==> config.mk <==
export PLATFORM = sky130hd
export DESIGN_NAME = half_pel_motion_comp_reconstruct_top
export DESIGN_NICKNAME = d
export VERILOG_FILES = /design/src/hdl/mcr_pkg.sv /design/src/hdl/mcr_predict.sv /design/src/hdl/half_pel_motion_comp_reconstruct_top.sv
export SDC_FILE = /design/constraint.sdc
export NUM_CORES = 1
export LEC_CHECK = 0
export BUFFER_PORTS_ARGS = -buffer_cell sky130_fd_sc_hd__clkbuf_2
export CORE_MARGIN = 2
export CORE_UTILIZATION = 41
export DETAILED_ROUTE_END_ITERATION = 8
export GPL_ROUTABILITY_DRIVEN = 1
export PLACE_DENSITY = 0.67
export SYNTH_ARGS = -nofsm -noshare
export SYNTH_HDL_FRONTEND = slang
export SYNTH_SLANG_ARGS = --single-unit
==> constraint.sdc <==
create_clock -name clk_i -period 9.1 [get_ports clk_i]
set_clock_uncertainty 0.1 [all_clocks]
set_input_delay 2.73 -clock clk_i [delete_from_list [all_inputs] [get_ports clk_i]]
set_output_delay 2.73 -clock clk_i [all_outputs]
set_load 0.05 [all_outputs]
==> src/hdl/mcr_pkg.sv <==
// Shared types and constants for the half-pel motion compensation reconstruct block.
// No dependencies; used by every module in hdl/.
`default_nettype none

package mcr_pkg;

  localparam int unsigned SampleW = 16;
  localparam int unsigned PhaseW  = 4;
  localparam int unsigned QuantW  = SampleW - 4;  // chroma sample in units of 16

  typedef enum logic [1:0] {
    OP_NONE = 2'd0,
    OP_FWD  = 2'd1,
    OP_BWD  = 2'd2,
    OP_AVG  = 2'd3
  } mcr_op_e;

  typedef logic signed [SampleW-1:0] sample_t;

  // 2x2 reference neighborhood
  typedef struct packed {
    sample_t tl;
    sample_t tr;
    sample_t bl;
    sample_t br;
  } mcr_nbhd_t;

  typedef struct packed {
    logic en;      // half-pel enable register
    logic x_half;
    logic y_half;
  } mcr_phase_t;

  localparam logic signed [QuantW-1:0] ChromaQMin = -QuantW'(128);
  localparam logic signed [QuantW-1:0] ChromaQMax = QuantW'(127);
  localparam sample_t SampleMax = {1'b0, {(SampleW-1){1'b1}}};
  localparam sample_t SampleMin = {1'b1, {(SampleW-1){1'b0}}};

endpackage

`default_nettype wire

==> src/hdl/mcr_predict.sv <==
// Half-pel interpolation of one 2x2 reference neighborhood: copy, 2-tap or 4-tap floor average.
// Depends on mcr_pkg.
`default_nettype none

module mcr_predict import mcr_pkg::*; (
  input  mcr_nbhd_t  nbhd_i,
  input  mcr_phase_t phase_i,
  output sample_t    pred_o
);

  logic signed [SampleW+1:0] sum4;
  logic signed [SampleW:0]   sum_x;
  logic signed [SampleW:0]   sum_y;

  always_comb begin
    sum4  = (SampleW+2)'(nbhd_i.tl) + (SampleW+2)'(nbhd_i.tr)
          + (SampleW+2)'(nbhd_i.bl) + (SampleW+2)'(nbhd_i.br);
    sum_x = (SampleW+1)'(nbhd_i.tl) + (SampleW+1)'(nbhd_i.tr);
    sum_y = (SampleW+1)'(nbhd_i.tl) + (SampleW+1)'(nbhd_i.bl);
    // arithmetic shift rounds toward minus infinity
    if (!phase_i.en || (!phase_i.x_half && !phase_i.y_half)) begin
      pred_o = nbhd_i.tl;
    end else if (phase_i.x_half && phase_i.y_half) begin
      pred_o = sum4[SampleW+1:2];
    end else if (phase_i.x_half) begin
      pred_o = sum_x[SampleW:1];
    end else begin
      pred_o = sum_y[SampleW:1];
    end
  end

endmodule

`default_nettype wire

==> src/hdl/half_pel_motion_comp_reconstruct_top.sv <==
// Top level of the half-pel motion compensation reconstruct pipeline.
// Depends on mcr_pkg and mcr_predict.
//
//  channel | handshake            | payload
//  --------+----------------------+-------------------------------------------
//  in      | in_valid_i/in_stall_o| operation, phases, is_chroma, residual, 2x2 x2
//  out     | out_valid_o/out_stall_i | pixel_out_o, saturated_o
//  cfg     | cfg_we_i             | cfg_wdata_i (half_pel_enable)
//
// Three register stages: interpolation, prediction select/average, add/saturate/clamp.
// One pixel per clock while out_stall_i is low; out_valid_o rises once an accepted input
// has passed the interpolation, select/average and add/saturate/clamp registers.
// Each stage advances when the next one is empty or advancing, so bubbles collapse.
// A stall holds the output register; the input stalls only with all stages full.
// Reset clears the stage valid bits and sets half_pel_enable to 1.
`default_nettype none

module half_pel_motion_comp_reconstruct_top import mcr_pkg::*; (
  input  logic                clk_i,
  input  logic                rst_ni,
  input  logic                cfg_we_i,
  input  logic                cfg_wdata_i,
  input  logic                in_valid_i,
  output logic                in_stall_o,
  input  logic [1:0]          operation_i,
  input  logic [PhaseW-1:0]   half_pel_phases_i,
  input  logic                is_chroma_i,
  input  logic signed [15:0]  residual_i,
  input  logic signed [15:0]  past_top_left_i,
  input  logic signed [15:0]  past_top_right_i,
  input  logic signed [15:0]  past_bottom_left_i,
  input  logic signed [15:0]  past_bottom_right_i,
  input  logic signed [15:0]  future_top_left_i,
  input  logic signed [15:0]  future_top_right_i,
  input  logic signed [15:0]  future_bottom_left_i,
  input  logic signed [15:0]  future_bottom_right_i,
  output logic                out_valid_o,
  input  logic                out_stall_i,
  output logic signed [15:0]  pixel_out_o,
  output logic                saturated_o
);

  logic hp_en_q;

  always_ff @(posedge clk_i or negedge rst_ni) begin
    if (!rst_ni) begin
      hp_en_q <= 1'b1;
    end else if (cfg_we_i) begin
      hp_en_q <= cfg_wdata_i;
    end
  end

  // stage flow control
  logic v1_q, v2_q, v3_q;
  logic adv1, adv2, adv3;

  assign adv3 = !v3_q || !out_stall_i;
  assign adv2 = !v2_q || adv3;
  assign adv1 = !v1_q || adv2;
  assign in_stall_o = !adv1;

  always_ff @(posedge clk_i or negedge rst_ni) begin
    if (!rst_ni) begin
      v1_q <= 1'b0;
      v2_q <= 1'b0;
      v3_q <= 1'b0;
    end else begin
      if (adv1) v1_q <= in_valid_i;
      if (adv2) v2_q <= v1_q;
      if (adv3) v3_q <= v2_q;
    end
  end

  // stage 1: interpolation
  mcr_nbhd_t  past_nbhd, fut_nbhd;
  mcr_phase_t fwd_ph, bwd_ph;
  sample_t    fwd_pred, bwd_pred;

  assign past_nbhd = '{tl: past_top_left_i, tr: past_top_right_i,
                       bl: past_bottom_left_i, br: past_bottom_right_i};
  assign fut_nbhd  = '{tl: future_top_left_i, tr: future_top_right_i,
                       bl: future_bottom_left_i, br: future_bottom_right_i};
  assign fwd_ph = '{en: hp_en_q, x_half: half_pel_phases_i[0], y_half: half_pel_phases_i[1]};
  assign bwd_ph = '{en: hp_en_q, x_half: half_pel_phases_i[2], y_half: half_pel_phases_i[3]};

  mcr_predict u_pred_fwd (.nbhd_i(past_nbhd), .phase_i(fwd_ph), .pred_o(fwd_pred));
  mcr_predict u_pred_bwd (.nbhd_i(fut_nbhd),  .phase_i(bwd_ph), .pred_o(bwd_pred));

  sample_t fwd1_q, bwd1_q, res1_q;
  mcr_op_e op1_q;
  logic    chroma1_q;

  always_ff @(posedge clk_i) begin
    if (adv1) begin
      fwd1_q    <= fwd_pred;
      bwd1_q    <= bwd_pred;
      res1_q    <= residual_i;
      op1_q     <= mcr_op_e'(operation_i);
      chroma1_q <= is_chroma_i;
    end
  end

  // stage 2: prediction select / bidirectional average
  logic signed [SampleW:0] bi_sum;
  sample_t pred_d, pred2_q, res2_q;
  logic    chroma2_q;

  always_comb begin
    bi_sum = (SampleW+1)'(fwd1_q) + (SampleW+1)'(bwd1_q);
    case (op1_q)
      OP_FWD:  pred_d = fwd1_q;
      OP_BWD:  pred_d = bwd1_q;
      OP_AVG:  pred_d = bi_sum[SampleW:1];
      default: pred_d = '0;
    endcase
  end

  always_ff @(posedge clk_i) begin
    if (adv2) begin
      pred2_q   <= pred_d;
      res2_q    <= res1_q;
      chroma2_q <= chroma1_q;
    end
  end

  // stage 3: add, saturate, chroma clamp
  logic signed [SampleW:0]  full_sum;
  sample_t                  sat_sum, pix_d;
  logic                     sat_d;
  logic signed [QuantW-1:0] q;
  logic signed [QuantW-1:0] q_clamped;

  always_comb begin
    full_sum = (SampleW+1)'(res2_q) + (SampleW+1)'(pred2_q);
    sat_d    = full_sum[SampleW] != full_sum[SampleW-1];
    if (!sat_d) begin
      sat_sum = full_sum[SampleW-1:0];
    end else if (full_sum[SampleW]) begin
      sat_sum = SampleMin;
    end else begin
      sat_sum = SampleMax;
    end
    q = sat_sum[SampleW-1:4];
    if (q < ChromaQMin) begin
      q_clamped = ChromaQMin;
    end else if (q > ChromaQMax) begin
      q_clamped = ChromaQMax;
    end else begin
      q_clamped = q;
    end
    pix_d = chroma2_q ? {q_clamped, 4'b0000} : sat_sum;
  end

  sample_t pix3_q;
  logic    sat3_q;

  always_ff @(posedge clk_i) begin
    if (adv3) begin
      pix3_q <= pix_d;
      sat3_q <= sat_d;
    end
  end

  assign out_valid_o = v3_q;
  assign pixel_out_o = pix3_q;
  assign saturated_o = sat3_q;

endmodule

`default_nettype wire

; ---- Word level (Yosys, flattened, before mapping)
; Cells that the tools add are included.
[classes]
reduce_logical = 19
n_addsub = 12
eq_ne = 4
mux = 12
n_lt_le_gt_ge = 2
[ops]
columns = operator, count
row1 = 16-bit two-way mux, 9
row2 = 16-bit by 16-bit adder with 17-bit output, 8
row3 = 16-bit case mux with 3 select lines, 1
row4 = 17-bit by 16-bit adder with 18-bit output, 2
row5 = 18-bit by 16-bit adder with 18-bit output, 2
row6 = 12-bit two-way mux, 2
row7 = 12-bit by 8-bit greater-than comparator with 1-bit output (second input constant), 1
row8 = 12-bit by 8-bit less-than comparator with 1-bit output (second input constant), 1
row9 = 1-bit logical NOT, 10
row10 = 1-bit logical OR, 5
row11 = 2-bit equality test (second input constant), 2
row12 = 1-bit logical AND, 4
row13 = 2-bit by 1-bit equality test with 1-bit output (second input constant), 1
row14 = 1-bit != test, 1
[word_totals]
in_bits = 157
word_cells = 64
ff_bits = 105
output_inout_bits = 19

; ---- Longest topological paths before layout
; Gate-level depths: netlist (run 1).
[depth]
depth_word = 7
mapped_depth = 16
depth_no_buf = 16

; ---- Cells and area by module
; A second synthesis (run 1) with hierarchy kept.
[hier_totals]
hier_cells = 1260
area_unflattened_um2 = 11267.1
[by_module_without_submodules]
columns = mod, instances, area_each_um2, cells_each, seq_area_each_um2
row1 = half_pel_motion_comp_reconstruct_top, 1, 5298.8, 410, 3134.3
row2 = mcr_predict (u_pred_bwd), 1, 2986.6, 421, 0.0
row3 = mcr_predict (u_pred_fwd), 1, 2981.6, 429, 0.0

; ---- Least setup slack after synthesis (run 1)
; OpenSTA, ideal clock, no wires.
[synth_timing]
kind = in2out
from = input port out_stall_i
to = output port in_stall_o
arrival_time_ps = 5206
required_ps = 6270
cell_stages = 2
path_buffers = 0
path_slack_ps = 1064
cell_sequence = nand4_1 -> inv_1
[synth_between]
elab_chain_cells = 5
[synth_lines]
columns = element, line_no
row1 = "start, declared", half_pel_motion_comp_reconstruct_top.sv:38  ; input logic out_stall_i,
row2 = 1-bit logical NOT, half_pel_motion_comp_reconstruct_top.sv:57  ; assign adv3 = !v3_q || !out_stall_i;
row3 = 1-bit logical OR, half_pel_motion_comp_reconstruct_top.sv:57
row4 = 1-bit logical OR, half_pel_motion_comp_reconstruct_top.sv:58  ; assign adv2 = !v2_q || adv3;
row5 = 1-bit logical OR, half_pel_motion_comp_reconstruct_top.sv:59  ; assign adv1 = !v1_q || adv2;
row6 = 1-bit logical NOT, half_pel_motion_comp_reconstruct_top.sv:60  ; assign in_stall_o = !adv1;
row7 = "end, declared", half_pel_motion_comp_reconstruct_top.sv:24  ; output logic in_stall_o,
; Every way passes these cells.

; ---- Final worst setup path (run 1)
; Ends and elaborated chain as after synthesis.

==> results of run 1 <==
==> synthesized netlist by cell type, types with 9 or more instances <==
cell type / instances
sky130_fd_sc_hd__and3_1: 12
sky130_fd_sc_hd__a21oi_1: 71
sky130_fd_sc_hd__nand2_1: 88
sky130_fd_sc_hd__nor3_1: 23
sky130_fd_sc_hd__or3_1: 10
sky130_fd_sc_hd__inv_1: 40
sky130_fd_sc_hd__nor2_1: 56
sky130_fd_sc_hd__nor2b_1: 15
sky130_fd_sc_hd__clkbuf_1: 19
sky130_fd_sc_hd__ha_1: 93
sky130_fd_sc_hd__mux2_2: 39
sky130_fd_sc_hd__xor2_1: 35
sky130_fd_sc_hd__a31oi_1: 16
sky130_fd_sc_hd__xnor2_1: 34
sky130_fd_sc_hd__fa_1: 70
sky130_fd_sc_hd__a22o_1: 9
sky130_fd_sc_hd__a21o_1: 15
sky130_fd_sc_hd__edfxtp_1: 101
sky130_fd_sc_hd__o21a_1: 18
sky130_fd_sc_hd__nand3_1: 21
sky130_fd_sc_hd__o21ai_0: 74
sky130_fd_sc_hd__nand2b_1: 16
==> final cells by class <==
cell class	instances	area, µm²	area share (%)
diodes	1	2.502	0.02134
repair buffers	179	905.9	7.725
inverters	40	150.1	1.280
multi-input cells	829	6813	58.10
well taps	324	405.4	3.457
flip-flops and latches	105	3134	26.73
clock inverters	6	86.33	0.7362
clock buffers	10	229.0	1.953
==> worst max-delay path: stages <==
cell,delay (ns)
sky130_fd_sc_hd__clkbuf_2,0.10
sky130_fd_sc_hd__nand4_1,0.31
sky130_fd_sc_hd__inv_1,0.15
sky130_fd_sc_hd__clkbuf_2,0.29
==> metrics by stage <==
step,std cells,util [%],setup WS (ns),power [mW]
after detailed placement,1477,46.91,2.669,2.244
final,1494,48.22,2.692,2.648
after CTS,1493,48.21,2.664,2.662
after floorplan,995,-,1.064,1.909
after global routing,1494,48.22,2.629,2.876
after global placement,1477,46.91,2.669,2.217
==> report_power, final <==
part	switching [mW]	total, mW	internal [mW]
clock	0.189	0.410	0.221
combinational	0.881	1.49	0.609
sequential	0.0590	0.749	0.690
==> routing by layer <==
layer	wire, µm	vias up	part of all wire (%)	global-route usage (%)
met2	11240	180	50	30.67
met1	10330	3822	46	23.36
met4	310	0	1.4	3.571
li1	-	4029	-	-
met5	0	-	0	0
met3	796	20	3.5	2.183
==> logic make-up (layout without fill, tap and decap cells) <==
group	after synthesis	after routing	share of synthesized area (%)
AO/OA/AOI/OAI	275	275	17.39
AND/OR/NAND/NOR	275	275	13.21
adder cells (fa/ha/maj)	163	163	25.20
flip-flops	105	105	30.79
XOR/XNOR	69	69	5.937
buffers and inverters	61	235	2.323
multiplexers	47	47	5.150
other	0	1	0
==> cell usage in the layout, fill, tap and decap left out, drive strengths merged, types with 23 or more instances in the layout <==
master / count
nor3: 23
nand2: 88
edfxtp: 101
o21ai: 79
clkbuf: 185
xnor2: 34
ha: 93
a21oi: 71
fa: 70
mux2: 40
nor2: 56
xor2: 35
inv: 43
==> sequential cells by signal (all words and copies together), names as in the netlist <==
register / count
res2_q: 16
res1_q: 16
pred2_q: 16
out_valid_o: 1
pixel_out_o: 16
v1_q: 1
hp_en_q: 1
saturated_o: 1
chroma2_q: 1
fwd1_q: 16
chroma1_q: 1
v2_q: 1
bwd1_q: 16
op1_q: 2
==> worst max-delay path by stage <==
stage | cells past startpoint | to | start
finish | 4 | in_stall_o | out_stall_i
global route | 4 | in_stall_o | out_stall_i
CTS | 4 | in_stall_o | out_stall_i
detailed placement | 4 | in_stall_o | out_stall_i
global placement | 4 | in_stall_o | out_stall_i
floorplan | 2 | in_stall_o | out_stall_i
==> impl_summary.log, run 1 <==
[metrics] share of layout cells above drive strength 1: 21.30%
[metrics] required time worst endpoint: around 6.3 ns
[metrics] number of vias after detailed routing: between 8000 and 9000
[metrics] number of instances in the synthesized netlist: between 900 and 1000
[metrics] sum of negative setup slack: 0 ns
[metrics] launching point of the worst reg2reg path: pred2_q[0]$_DFFE_PP_
[metrics] post-layout min period: between 6 and 7 ns
[metrics] commonest register cell after synthesis: sky130_fd_sc_hd__edfxtp_1
[metrics] global route overflow: 0
[metrics] Post-DP Area: 11410 µm²
[metrics] post_cts resized: 0
[metrics] wire length of the first global-routing pass: 37260 µm
[metrics] netlist area before placement: 10180 µm²
[metrics] maximum resistive drop on vdd: 0.1911 mV
[metrics] post-synthesis cell type with the largest combined area: sky130_fd_sc_hd__edfxtp_1
[metrics] cell types occupying the most area after synthesis: sky130_fd_sc_hd__edfxtp_1 30%, sky130_fd_sc_hd__fa_1 14%, sky130_fd_sc_hd__ha_1 11%, sky130_fd_sc_hd__mux2_2 4.3%, sky130_fd_sc_hd__o21ai_0 3.6%
[metrics] count of fill cells added during filler insertion: 2251
[metrics] number of port buffers: 175
[metrics] H-tree depth reported by CTS: 3
[metrics] share of the synthesized area in the top cell type: 29.79%
[metrics] Worst Path Class, Setup: primary input to output port
[metrics] pin count of the biggest net entering global routing: between 50 and 60
[metrics] drt initial violations: 583
[metrics] number of violations of the max-capacitance limit: 0
[metrics] flip-flop and latch count after synthesis: 105
[metrics] Slew Viols, Final: 0
[metrics] Critical Path Sink Type: output port
[metrics] Layout area overhead: 15.19%
[metrics] number of buffers added to fix hold violations after cts: 0
[metrics] worst-margin pin slew: 1.164 ns
[metrics] Clock Root Buffer: sky130_fd_sc_hd__clkbuf_16
[metrics] Floorplan Core Area: 24320 µm²
[metrics] clock buffers created by TritonCTS: 9
[metrics] post-synthesis async set-or-reset flop share: under 10%
[metrics] Hold EP: res2_q[13]$_DFFE_PP_
[metrics] share of the yosys chip area belonging to registers: 30.79%
[metrics] number of design rule violations left after detail routing: 0
[metrics] worst max-slew margin expressed relative to the limit: roughly 22%
[metrics] crit-path max FO: 3
[metrics] peak clock frequency supported by timing: roughly 0.16 GHz
[metrics] min-delay worst type: flip-flop to flip-flop
[metrics] number of setup violations in the final report: 0
[metrics] number of nets produced by synthesis: 1315
[metrics] wire length per cell: roughly 15 µm
[metrics] aggregate routed wire length: between 20000 and 25000 µm
[metrics] clock latency at the later pin of the worst-skew pair: 0.36 ns
[metrics] reported leakage power: roughly 5 nW
[metrics] HPWL reported at the end of detailed placement: 18380 µm
[metrics] clk sink count: about 110
[metrics] data arrival at the endpoint of the critical path: 3.58 ns
[metrics] number of setup buffers added after CTS: 0
[metrics] clock transition at the registers of the reported paths: 0.07 ns
[metrics] part of the cycle the worst path needs: a little over two thirds
[metrics] nets: 1484
[metrics] final estimated routing congestion in global placement: 0.8911
[metrics] number of warnings printed during yosys synthesis: 0
[metrics] Clock Path Buffers: 2
[metrics] via count normalized by instance count: 5.389
[metrics] setup slack of the most critical reg-to-reg path: about 4.7 ns
[metrics] remaining antenna violation count: 0
[metrics] clock tree from TritonCTS: yes
[metrics] IO Pins: about 180
[metrics] Post-synth EDFFs: 101
[metrics] initial core utilization: a little over two fifths
[metrics] number of antenna violations at the first check in global routing: 1
[metrics] status: finished clean
[metrics] overall die area: 26100 µm²
[metrics] post-route design area: approximately 12000 µm²
[metrics] Crit Reg-Reg Endpoint: pixel_out_o[5]$_DFFE_PP_
[metrics] R2R cell count: 13
[metrics] combined global-route utilization of all metal layers: 17.51%
[metrics] hold path cells: 0
[metrics] number of search-and-repair iterations in the first detailed-routing pass: 5
[metrics] hold_sp: res1_q[13]$_DFFE_PN_
[metrics] endpoints failing hold: 0
[metrics] total power density per cell area: 225.9 nW/µm²
[metrics] count of cell types in the netlist: 68
[metrics] overall die height: 161.6 µm
[metrics] average cell area after synthesis: about 10 µm²
[metrics] number of global-route vias before repair: 7843
[metrics] category of the worst setup path launch point: primary input
[metrics] DIE WIDTH: ~160 µm
[metrics] number of rows in the core area: 57
[metrics] unrepaired setup endpoints after global routing: false
[metrics] worst hold slack: 0.3213 ns
Note: power is estimated with default switching activity, not from simulation.
==> inputs of run 2 (changes only) <==
- clock period: 9.1 -> 6.5 ns (I/O delays scaled with it)
==> run 2 against run 1 <==
Compared with the run above:
- sequential share of layout area about the same
- global-route usage increased by 0.29 points
- final cell count hardly changed
- via count up 0.51%
- sequential cell count unchanged
- critical path type is now primary input to flip-flop
- critical endpoint is now fwd1_q[15]$_DFFE_PN_
- largest cell class unchanged
- highest routed layer unchanged
==> impl_summary.log, run 2 (same netlist as run 1, synthesis figures left out) <==
[metrics] post-layout util: 48.13%
[metrics] H-tree depth reported by CTS: 3
[metrics] maximum resistive drop on vdd: 0.3016 mV
[metrics] nets: around 1500
[metrics] count of fill cells added during filler insertion: 2282
[metrics] number of vias after detailed routing: 8092
[metrics] most frequent standard cell in the layout excluding fill and tap cells: sky130_fd_sc_hd__clkbuf_2
[metrics] Critical Path Sink Type: flip-flop
[metrics] Slew Viols, Final: 0
[metrics] number of setup buffers added after CTS: 0
[metrics] worst-margin pin slew: 1.127 ns
[metrics] status: finished clean
[metrics] category of the worst setup path launch point: primary input
[metrics] total power density per cell area: 314.8 nW/µm²
[metrics] Worst Path Class, Setup: primary input to flip-flop
[metrics] clock tree from TritonCTS: yes
[metrics] data arrival at the endpoint of the critical path: 5.22 ns
[metrics] hold_sp: res1_q[3]$_DFFE_PN_
[metrics] FF+latch area: 3134 µm²
[metrics] library cell contributing the largest single delay on the critical path: sky130_fd_sc_hd__fa_1
[metrics] min-delay worst type: flip-flop to flip-flop
[metrics] sum of negative setup slack: 0 ns
[metrics] worst hold slack: 0.3171 ns
[metrics] HPWL reported at the end of detailed placement: 18860 µm
[metrics] endpoints failing hold: 0
[metrics] Clock Path Buffers: 2
[metrics] remaining antenna violation count: 0
[metrics] initial core utilization: 41.86%
[metrics] area of the multi-input gates: 6813 µm²
[metrics] Max stage delay on crit path: about 0.55 ns
[metrics] post-route design area: 11710 µm²
[metrics] launching point of the worst reg2reg path: pred2_q[0]$_DFFE_PP_
[metrics] most common cell type on the critical path: sky130_fd_sc_hd__fa_1
[metrics] Clock Root Buffer: sky130_fd_sc_hd__clkbuf_16
[metrics] part of the cycle the worst path needs: 80.24%
[metrics] number of buffers added to fix hold violations after cts: 0
[metrics] overall die area: ~26000 µm²
[metrics] Post-DP Area: between 10000 and 15000 µm²
[metrics] peak clock frequency supported by timing: 0.1917 GHz
[metrics] number of global-route vias before repair: 7776
[metrics] share of layout cells above drive strength 1: 21.21%
[metrics] crit-path max FO: 3
[metrics] IO Pins: 176
[metrics] number of violations of the max-capacitance limit: 0
[metrics] Layout area overhead: 14.98%
[metrics] number of setup violations in the final report: 0
[metrics] worst max-slew margin expressed relative to the limit: 24.74%
[metrics] number of design rule violations left after detail routing: 0
[metrics] DIE WIDTH: 161.6 µm
[metrics] combined global-route utilization of all metal layers: between 10% and 20%
[metrics] clock transition at the registers of the reported paths: approximately 0.070 ns
[metrics] wire length of the first global-routing pass: about 37000 µm
[metrics] Final Instance Count excl. Fillers: 1493
[metrics] clock latency at the later pin of the worst-skew pair: ~0.35 ns
[metrics] post-layout min period: 5.216 ns
[metrics] number of antenna violations at the first check in global routing: 0
[metrics] required time worst endpoint: 6.51 ns
[metrics] aggregate routed wire length: ~23000 µm
[metrics] Floorplan Core Area: 24320 µm²
[metrics] drt initial violations: 494
[metrics] wire length per cell: about 16 µm
[metrics] final estimated routing congestion in global placement: 0.8413
[metrics] count of antenna diodes in the layout: 0
[metrics] post_cts resized: 0
[metrics] number of search-and-repair iterations in the first detailed-routing pass: 5
[metrics] clock buffers created by TritonCTS: 9
[metrics] via count normalized by instance count: around 5.4
[metrics] cell-by-cell trace of the critical path: clkbuf_2, fa_1, fa_1, nand3b_1, fa_1, nor2b_1, o21ai_0, a21oi_1, o211ai_1, a21oi_1, o31ai_1, xnor2_1, nand2_1, a32o_1
[metrics] number of rows in the core area: 57
[metrics] number of port buffers: 175
[metrics] reported leakage power: 5.078 nW
[metrics] leading cell types in the layout, fill and taps excluded: 175 x sky130_fd_sc_hd__clkbuf_2, 101 x sky130_fd_sc_hd__edfxtp_1, 93 x sky130_fd_sc_hd__ha_1, 88 x sky130_fd_sc_hd__nand2_1, 74 x sky130_fd_sc_hd__o21ai_0
[metrics] overall die height: 161.6 µm
[metrics] pin count of the biggest net entering global routing: 53
[metrics] unrepaired setup endpoints after global routing: false
[metrics] number of cells in the design after placement: 1477
[metrics] global route overflow: 0
[metrics] launch point of the critical path: past_top_left_i[1]
[metrics] clk sink count: 105
==> run 2: worst max-delay path, delay by kind of cell <==
family	cells	cell delay, ns
AOI/OAI and AO/OA	6	1.24
xor gates and xnor gates	1	0.16
adders and majority gates	3	1.44
buffers and inverters	1	0.11
and+or+nand+nor	3	0.32
==> run 2: path summary, 6_finish.rpt <==
path,endpoint,slack [ns],cells after the start
max,fwd1_q[15]$_DFFE_PN_,1.28,14
min,res2_q[3]$_DFFE_PP_,0.32,0
max reg2reg,pixel_out_o[10]$_DFFE_PP_,2.17,13
min reg2reg,res2_q[3]$_DFFE_PP_,0.32,0
max in group asynchronous,hp_en_q$_DFFE_PN1P_,4.80,1
min in group asynchronous,v1_q$_DFFE_PN0N_,1.29,1
==> run 2: per-stage QoR <==
step / power [mW] / setup WS (ns)
finish: 3.685 / 1.284
global placement: 3.106 / 0.9860
detailed placement: 3.143 / 0.9718
floorplan: 2.672 / 0.02402
CTS: 3.706 / 1.327
global route: 3.992 / 1.076
==> run 2: power by group <==
part	internal, mW	switching, mW
Clock	0.302	0.241
Sequential	0.965	0.0801
Combinational	0.856	1.24
Total	2.12	1.56
==> run 2: final cells by class <==
class                           instances  share of cell area [%]
Timing Repair Buffer                  179                   7.739
Clock inverter                          5                  0.5452
Tap cell                              324                   3.463
Multi-Input combinational cell        829                   58.20
Inverter                               40                   1.283
Clock buffer                           11                   1.988
Sequential cell                       105                   26.78
==> run 2: layer usage <==
layer | global-route usage, % | share of wire [%]
met4 | 3.693 | 1.1
met1 | 23.65 | 46
met2 | 31.41 | 50
met5 | 0 | 0
met3 | 2.054 | 3.2
